File: src/rtl/pdf_ram.sv
// Generic single-write, single-read RAM with registered read data.
module pdf_ram #(
  parameter int W = 8,
  parameter int D = 64
) (
  input  logic                 clk,
  input  logic                 we,
  input  logic [$clog2(D)-1:0] waddr,
  input  logic [W-1:0]         wdata,
  input  logic                 re,
  input  logic [$clog2(D)-1:0] raddr,
  output logic [W-1:0]         rdata
);
  logic [W-1:0] mem [D];

  always_ff @(posedge clk) begin
    if (we) mem[waddr] <= wdata;
    if (re) rdata <= mem[raddr];
  end
endmodule

File: config.mk
export PLATFORM = sky130hd
export DESIGN_NAME = pdf_ram
export DESIGN_NICKNAME = d
export VERILOG_FILES = /design/src/rtl/pdf_ram.sv
export SDC_FILE = /design/constraint.sdc
export NUM_CORES = 1
export LEC_CHECK = 0
export ABC_CLOCK_PERIOD_IN_PS = 3000
export BUFFER_PORTS_ARGS = -buffer_cell sky130_fd_sc_hd__buf_4
export CORE_MARGIN = 3
export CORE_UTILIZATION = 35
export CTS_CLUSTER_SIZE = 12
export DETAILED_ROUTE_END_ITERATION = 12
export GPL_TIMING_DRIVEN = 0
export PLACE_DENSITY = 0.56
export RECOVER_POWER = 50
export SYNTH_ARGS = -nofsm -noshare
export SYNTH_HDL_FRONTEND = slang
export SYNTH_SLANG_ARGS = --single-unit
File: constraint.sdc
create_clock -name clk -period 3 [get_ports clk]
set_input_delay 0.45 -clock clk [delete_from_list [all_inputs] [get_ports clk]]
set_output_delay 0.45 -clock clk [all_outputs]
set_load 0.005 [all_outputs]
* Yosys cells after proc, flatten, opt, wreduce, memory -nomap -nowiden
Memories as Yosys holds them, arrays and structs flattened. A register that Yosys moved wholly into a read port is not among the register bits.
Index checks and enable logic that the tools add are counted.
W data, S select, Z words.
** Storage, ports and cells
- Flip-flop bits (word level) :: 0
- Memory bits (writable) :: 512
- Output and inout port bits :: 8
- Memories :: 1
** Operators by class
- Muxes and demuxes :: 2
** Memory list
- mem :: words 64, width 8, rd ports 1, clocked after Yosys merged registers in 1, write ports 1, line 14 : logic [W-1:0] mem [D];
** Operators by type and width (number)
- $mux W1 :: 2

* Depth between registers and ports, before layout
- Word-level depth :: 2
- Gate-level depth with buffers :: 9
- Mapped depth without buffers :: 5

* Worst setup path before layout
Ideal clock, no wire load.
- Path type :: input to register
- Start :: in raddr[1]
- End :: reg rdata[3], read port of mem, data pin
- Arrival time :: 1990 ps
- Data required time :: 2734 ps
- Path slack :: 744 ps
- Cell stages on the path :: 7
- Path buffers :: 3
- Cells stage by stage :: buf_4 > buf_2 > buf_2 > mux4_2 > mux4_2 > o21ai_1 > o41ai_1
** RTL lines
- start, declared :: line 11 : input logic [$clog2(D)-1:0] raddr,
- end, declared :: line 12 : output logic [W-1:0] rdata

==> impl_results.html <==
<table>
<tr><th>Metric</th><th>Value</th></tr>
<tr><th colspan="2">CTS</th></tr>
<tr><td>CTS clk-pin slew, worst paths</td><td>0.05 ns</td></tr>
<tr><td>CTS tree</td><td>done</td></tr>
<tr><td>Maximum level of the CTS H-tree</td><td>2</td></tr>
<tr><td>CTS Sinks</td><td>520</td></tr>
<tr><td>Latest clock arrival within the worst-skew pair</td><td>about 0.60 ns</td></tr>
<tr><td>Number of buffers on the longest clock path</td><td>3</td></tr>
<tr><td>Number of buffers inserted by hold repair at cts</td><td>0</td></tr>
<tr><td>CTS buffer count</td><td>54</td></tr>
<tr><td>Cell chosen for the clock root</td><td>sky130_fd_sc_hd__clkbuf_16</td></tr>
<tr><th colspan="2">Finish</th></tr>
<tr><td>Fraction of layout cells with a size suffix above 1</td><td>0.246</td></tr>
<tr><td>Number of non-filler instances in the completed layout</td><td>1807</td></tr>
<tr><td>Nets</td><td>1040</td></tr>
<tr><td>Register cell area after layout</td><td>0.0156 sq mm</td></tr>
<tr><td>Synth-to-layout area growth</td><td>13.6%</td></tr>
<tr><td>Total area of multi-input combinational cells</td><td>0.00434 sq mm</td></tr>
<tr><td>Post-route cell area</td><td>0.0230 sq mm</td></tr>
<tr><td>Final-layout fill cell count</td><td>~5000</td></tr>
<tr><th colspan="2">Yosys</th></tr>
<tr><td>Share of the synthesized area in the top cell type</td><td>0.771</td></tr>
<tr><td>Top cells by area in the synthesized netlist</td><td>sky130_fd_sc_hd__edfxtp_1, sky130_fd_sc_hd__mux4_2, sky130_fd_sc_hd__nor2_1</td></tr>
<tr><td>Post-synthesis net count</td><td>963</td></tr>
<tr><td>Post-synthesis register bit count</td><td>520</td></tr>
<tr><td>Number of enable-type register cells in the synthesized netlist</td><td>520</td></tr>
<tr><td>Compound-gate portion of the synthesized area</td><td>0.0206</td></tr>
<tr><td>Portion of netlist area occupied by mux cells</td><td>0.159</td></tr>
<tr><td>Summed instance area of the synthesized netlist</td><td>0.0202 sq mm</td></tr>
<tr><td>Avg Synthesized Cell Area</td><td>21.5 sq um</td></tr>
<tr><td>Most common flop cell mapped by yosys</td><td>sky130_fd_sc_hd__edfxtp_1</td></tr>
<tr><td>Post-Synth Adder-Cell Area</td><td>0</td></tr>
<tr><td>Simple-gate share of the synthesized area</td><td>0.0337</td></tr>
<tr><td>Cell taking the most area after synthesis</td><td>sky130_fd_sc_hd__edfxtp_1</td></tr>
<tr><td>Count of cell types in the netlist</td><td>39</td></tr>
<tr><td>Combinational family with the most area after synthesis</td><td>multiplexers</td></tr>
<tr><td>Number of warnings reported in the yosys synthesis log</td><td>0</td></tr>
<tr><td>Syn Inst Count</td><td>940</td></tr>
<tr><td>FFs w/ async S/R, synth</td><td>0</td></tr>
<tr><td>XOR/XNOR share of the synthesized area</td><td>0</td></tr>
<tr><td>Seq/Total Area, Yosys</td><td>0.771</td></tr>
<tr><th colspan="2">Timing</th></tr>
<tr><td>Worst clock skew on the final layout</td><td>0.0162 ns</td></tr>
<tr><td>RSZ-0062 raised after global routing</td><td>no</td></tr>
<tr><td>Min cycle time layout</td><td>2.71 ns</td></tr>
<tr><td>Final worst-path cycle share</td><td>0.904</td></tr>
<tr><td>Setup-failing EPs final</td><td>0</td></tr>
<tr><td>Pins over their slew limit</td><td>65</td></tr>
<tr><td>Transition at the pin with the smallest max-transition slack</td><td>2.76 ns</td></tr>
<tr><td>Max-Slew Margin vs Limit</td><td>-0.840</td></tr>
<tr><td>Final hold viol count</td><td>0</td></tr>
<tr><td>Highest clock rate</td><td>369 MHz</td></tr>
<tr><th colspan="2">Worst setup path</th></tr>
<tr><td>Data arrival, critical path</td><td>about 3.1 ns</td></tr>
<tr><td>Top fanout value on the critical path</td><td>10</td></tr>
<tr><td>Most frequent cell on the critical path</td><td>sky130_fd_sc_hd__buf_2</td></tr>
<tr><td>Kind of end point of the critical path</td><td>flop</td></tr>
<tr><td>Cell-by-cell listing of the critical path</td><td>buf_2 -&gt; buf_2 -&gt; buf_1 -&gt; clkbuf_1 -&gt; o221ai_1 -&gt; o21ai_0 -&gt; o311ai_1 -&gt; nand2_1</td></tr>
<tr><td>Endpoint required time on the critical path</td><td>3.43 ns</td></tr>
<tr><td>Worst stage delay on the critical path</td><td>0.63 ns</td></tr>
<tr><td>Worst setup SP type</td><td>primary input</td></tr>
<tr><td>Critical path start-end classification</td><td>primary input to flop</td></tr>
<tr><td>CP max stage cell</td><td>sky130_fd_sc_hd__buf_1</td></tr>
<tr><th colspan="2">Route</th></tr>
<tr><td>Via count</td><td>9608</td></tr>
<tr><td>Average wire length per cell after detail routing</td><td>around 27 microns</td></tr>
<tr><td>Post-DRT Antenna Nets</td><td>0</td></tr>
<tr><td>Overall routed net length</td><td>49.2 mm</td></tr>
<tr><td>Drt drc</td><td>0</td></tr>
<tr><td>Count of routing violations after the opening detailed-route iteration</td><td>1134</td></tr>
<tr><td>1st-pass router iterations</td><td>5</td></tr>
<tr><td>Via/cell ratio</td><td>5.32</td></tr>
<tr><th colspan="2">GRT</th></tr>
<tr><td>Global route overflow</td><td>0</td></tr>
<tr><td>Maximum number of pins on one net before global-route repair</td><td>65</td></tr>
<tr><td>Wire length of the first global-routing pass</td><td>70.7 mm</td></tr>
<tr><td>Number of antenna violations at the first check in global routing</td><td>1</td></tr>
<tr><td>Via count of the first global-routing pass</td><td>between 9000 and 10000</td></tr>
<tr><td>Global Route Usage Sum</td><td>0.164</td></tr>
<tr><th colspan="2">Die</th></tr>
<tr><td>Core region area</td><td>about 0.057 sq mm</td></tr>
<tr><td>I/O pin total</td><td>31</td></tr>
<tr><td>Die span in y</td><td>247 microns</td></tr>
<tr><td>Initial core utilization</td><td>0.356</td></tr>
<tr><td>Placement Rows</td><td>87</td></tr>
<tr><td>Die area</td><td>between 0.06 and 0.07 sq mm</td></tr>
<tr><td>Width of the chip</td><td>247 microns</td></tr>
<tr><th colspan="2">Power and ir drop</th></tr>
<tr><td>Power Dens Cells</td><td>around 660 mW/mm^2</td></tr>
<tr><td>Max VDD drop</td><td>0.479 mV</td></tr>
<tr><td>Leakage</td><td>about 7 nW</td></tr>
<tr><th colspan="2">Placed design</th></tr>
<tr><td>Placed standard-cell area</td><td>approximately 0.021 sq mm</td></tr>
<tr><td>Routability cong.</td><td>around 0.85</td></tr>
<tr><td>Detail Placement HPWL</td><td>31.3 mm</td></tr>
<tr><td>Number of buffers added on ports</td><td>22</td></tr>
<tr><td>Placed Cells</td><td>between 1500 and 2000</td></tr>
<tr><th colspan="2">Worst hold path</th></tr>
<tr><td>HP Class</td><td>primary input to flop</td></tr>
<tr><th colspan="2">Job</th></tr>
<tr><td>Max-cap check violation count</td><td>1</td></tr>
<tr><th colspan="2">Outcome</th></tr>
<tr><td>Run status</td><td>complete, but fails checks</td></tr>
<tr><td>Violated checks</td><td>capacitance limit, slew limit</td></tr>
</table>
## placed cells by master (no fill, tap or decap), types with 3 or more instances in the layout
cell                        count
sky130_fd_sc_hd__clkinv_1      17
sky130_fd_sc_hd__clkbuf_1      28
sky130_fd_sc_hd__clkbuf_2       7
sky130_fd_sc_hd__buf_6          4
sky130_fd_sc_hd__a22oi_1        3
sky130_fd_sc_hd__buf_4         22
sky130_fd_sc_hd__nand2_1       19
sky130_fd_sc_hd__a211oi_1       4
sky130_fd_sc_hd__nor2b_1       14
sky130_fd_sc_hd__a21oi_1        3
sky130_fd_sc_hd__mux2i_1       23
sky130_fd_sc_hd__edfxtp_1     520
sky130_fd_sc_hd__o221ai_1       8
sky130_fd_sc_hd__nand3b_1       3
sky130_fd_sc_hd__nor3_1         5
sky130_fd_sc_hd__nand3_1       13
sky130_fd_sc_hd__mux4_2       126
sky130_fd_sc_hd__o2111ai_1      3
sky130_fd_sc_hd__a221oi_1       6
sky130_fd_sc_hd__mux2_2        13
sky130_fd_sc_hd__clkbuf_16     57
sky130_fd_sc_hd__o22ai_1        8
sky130_fd_sc_hd__nand2b_1       7
sky130_fd_sc_hd__nor2_1        83
sky130_fd_sc_hd__buf_1          3
sky130_fd_sc_hd__bufinv_16      3
sky130_fd_sc_hd__buf_2         11
sky130_fd_sc_hd__clkbuf_4       4
sky130_fd_sc_hd__o2bb2ai_1      3
## logic make-up (layout without fill, tap and decap cells)
family	count (synthesis)	after routing
AOI/OAI and AO/OA	54	54
DFF	520	520
muxes	162	162
and+or+nand+nor	153	153
buffers and inverters	51	161
other	0	1
## cell usage after synthesis (2+ instances only)
master,n
sky130_fd_sc_hd__clkbuf_1,17
sky130_fd_sc_hd__nor3_1,7
sky130_fd_sc_hd__edfxtp_1,520
sky130_fd_sc_hd__a211oi_1,4
sky130_fd_sc_hd__o21ai_0,2
sky130_fd_sc_hd__a22oi_1,3
sky130_fd_sc_hd__a221oi_1,6
sky130_fd_sc_hd__mux2_2,13
sky130_fd_sc_hd__nor2_1,83
sky130_fd_sc_hd__a21oi_1,3
sky130_fd_sc_hd__mux4_2,126
sky130_fd_sc_hd__o41ai_1,2
sky130_fd_sc_hd__buf_6,4
sky130_fd_sc_hd__buf_12,2
sky130_fd_sc_hd__nor2b_1,14
sky130_fd_sc_hd__buf_2,11
sky130_fd_sc_hd__o2bb2ai_1,3
sky130_fd_sc_hd__o32ai_1,2
sky130_fd_sc_hd__mux2i_1,23
sky130_fd_sc_hd__nand3b_1,3
sky130_fd_sc_hd__nand3_1,13
sky130_fd_sc_hd__o21ai_1,2
sky130_fd_sc_hd__nand2_1,19
sky130_fd_sc_hd__nor4_1,2
sky130_fd_sc_hd__o2111ai_1,3
sky130_fd_sc_hd__nand2b_1,7
sky130_fd_sc_hd__a2111oi_0,2
sky130_fd_sc_hd__o22ai_1,8
sky130_fd_sc_hd__o221a_2,2
sky130_fd_sc_hd__o221ai_1,8
sky130_fd_sc_hd__o21a_1,2
sky130_fd_sc_hd__buf_4,13
sky130_fd_sc_hd__nand4_1,2
sky130_fd_sc_hd__buf_1,4
## layer usage
metal  track usage  up-vias  share of wire
met5             0        -        0.00018
met4        0.0442        2          0.027
met3        0.0465      106          0.075
met2         0.260      341           0.47
met1         0.224     5068           0.43
li1              -     4091              -
## where the power goes
group	total [W]	leakage, nW	internal, W	switching (W)
combinational	0.000805	1.55	0.000287	0.000518
clock	0.00628	0.786	0.00366	0.00262
sequential	0.00808	4.69	0.00807	0.0000130
total	0.0152	7.03	0.0120	0.00315
## state kept, by name, summed over array words and instances (netlist names)
| register | cells |
|---|---|
| rdata | 8 |
| mem | 512 |
## worst max-delay path, delay by kind of cell
family	cells	cell delay, ns
AOI/OAI and AO/OA	3	0.74
and+or+nand+nor	1	0.20
buffers and inverters	4	1.74
## final cells by class
class / instances / area share
Antenna cell: 1 / 0.000109
Buffer: 50 / 0.0136
Clock buffer: 66 / 0.0635
Clock inverter: 23 / 0.00756
Multi-Input combinational cell: 369 / 0.189
Sequential cell: 520 / 0.679
Tap cell: 756 / 0.0411
Timing Repair Buffer: 22 / 0.00610
## worst paths after layout
path | cells after the start | to | slack (ns) | from
hold reg to reg | 4 | rdata[7]$_DFFE_PP_ | 1.14 | mem[38][7]$_DFFE_PP_
setup / recovery | 8 | rdata[7]$_DFFE_PP_ | 0.29 | raddr[2]
hold / removal | 1 | rdata[1]$_DFFE_PP_ | 0.28 | re
setup reg to reg | 5 | rdata[6]$_DFFE_PP_ | 0.53 | mem[21][6]$_DFFE_PP_
## repair_timing
item / 4_1_cts / 5_1_grt
hold endpoints to repair: 0 / 0
setup buffers: 0 / 0
setup endpoints to repair: 0 / 3
resized for setup: 0 / 2
## through the flow
step | worst slack [ns] | total power, W | utilization | hold WS, ns | TNS [ns]
2_1_floorplan | 0.744 | 0.00865 | - | 0.549 | 0
3_3_place_gp | -0.484 | 0.00903 | 0.376 | 0.730 | -3.21
3_5_place_dp | -0.431 | 0.00904 | 0.376 | 0.730 | -2.48
4_1_cts | 0.190 | 0.0153 | 0.405 | 0.0964 | 0
5_1_grt | 0.155 | 0.0157 | 0.405 | 0.277 | 0
6_report | 0.289 | 0.0152 | 0.405 | 0.275 | 0
No activity file was read; power rests on OpenSTA's default activity.
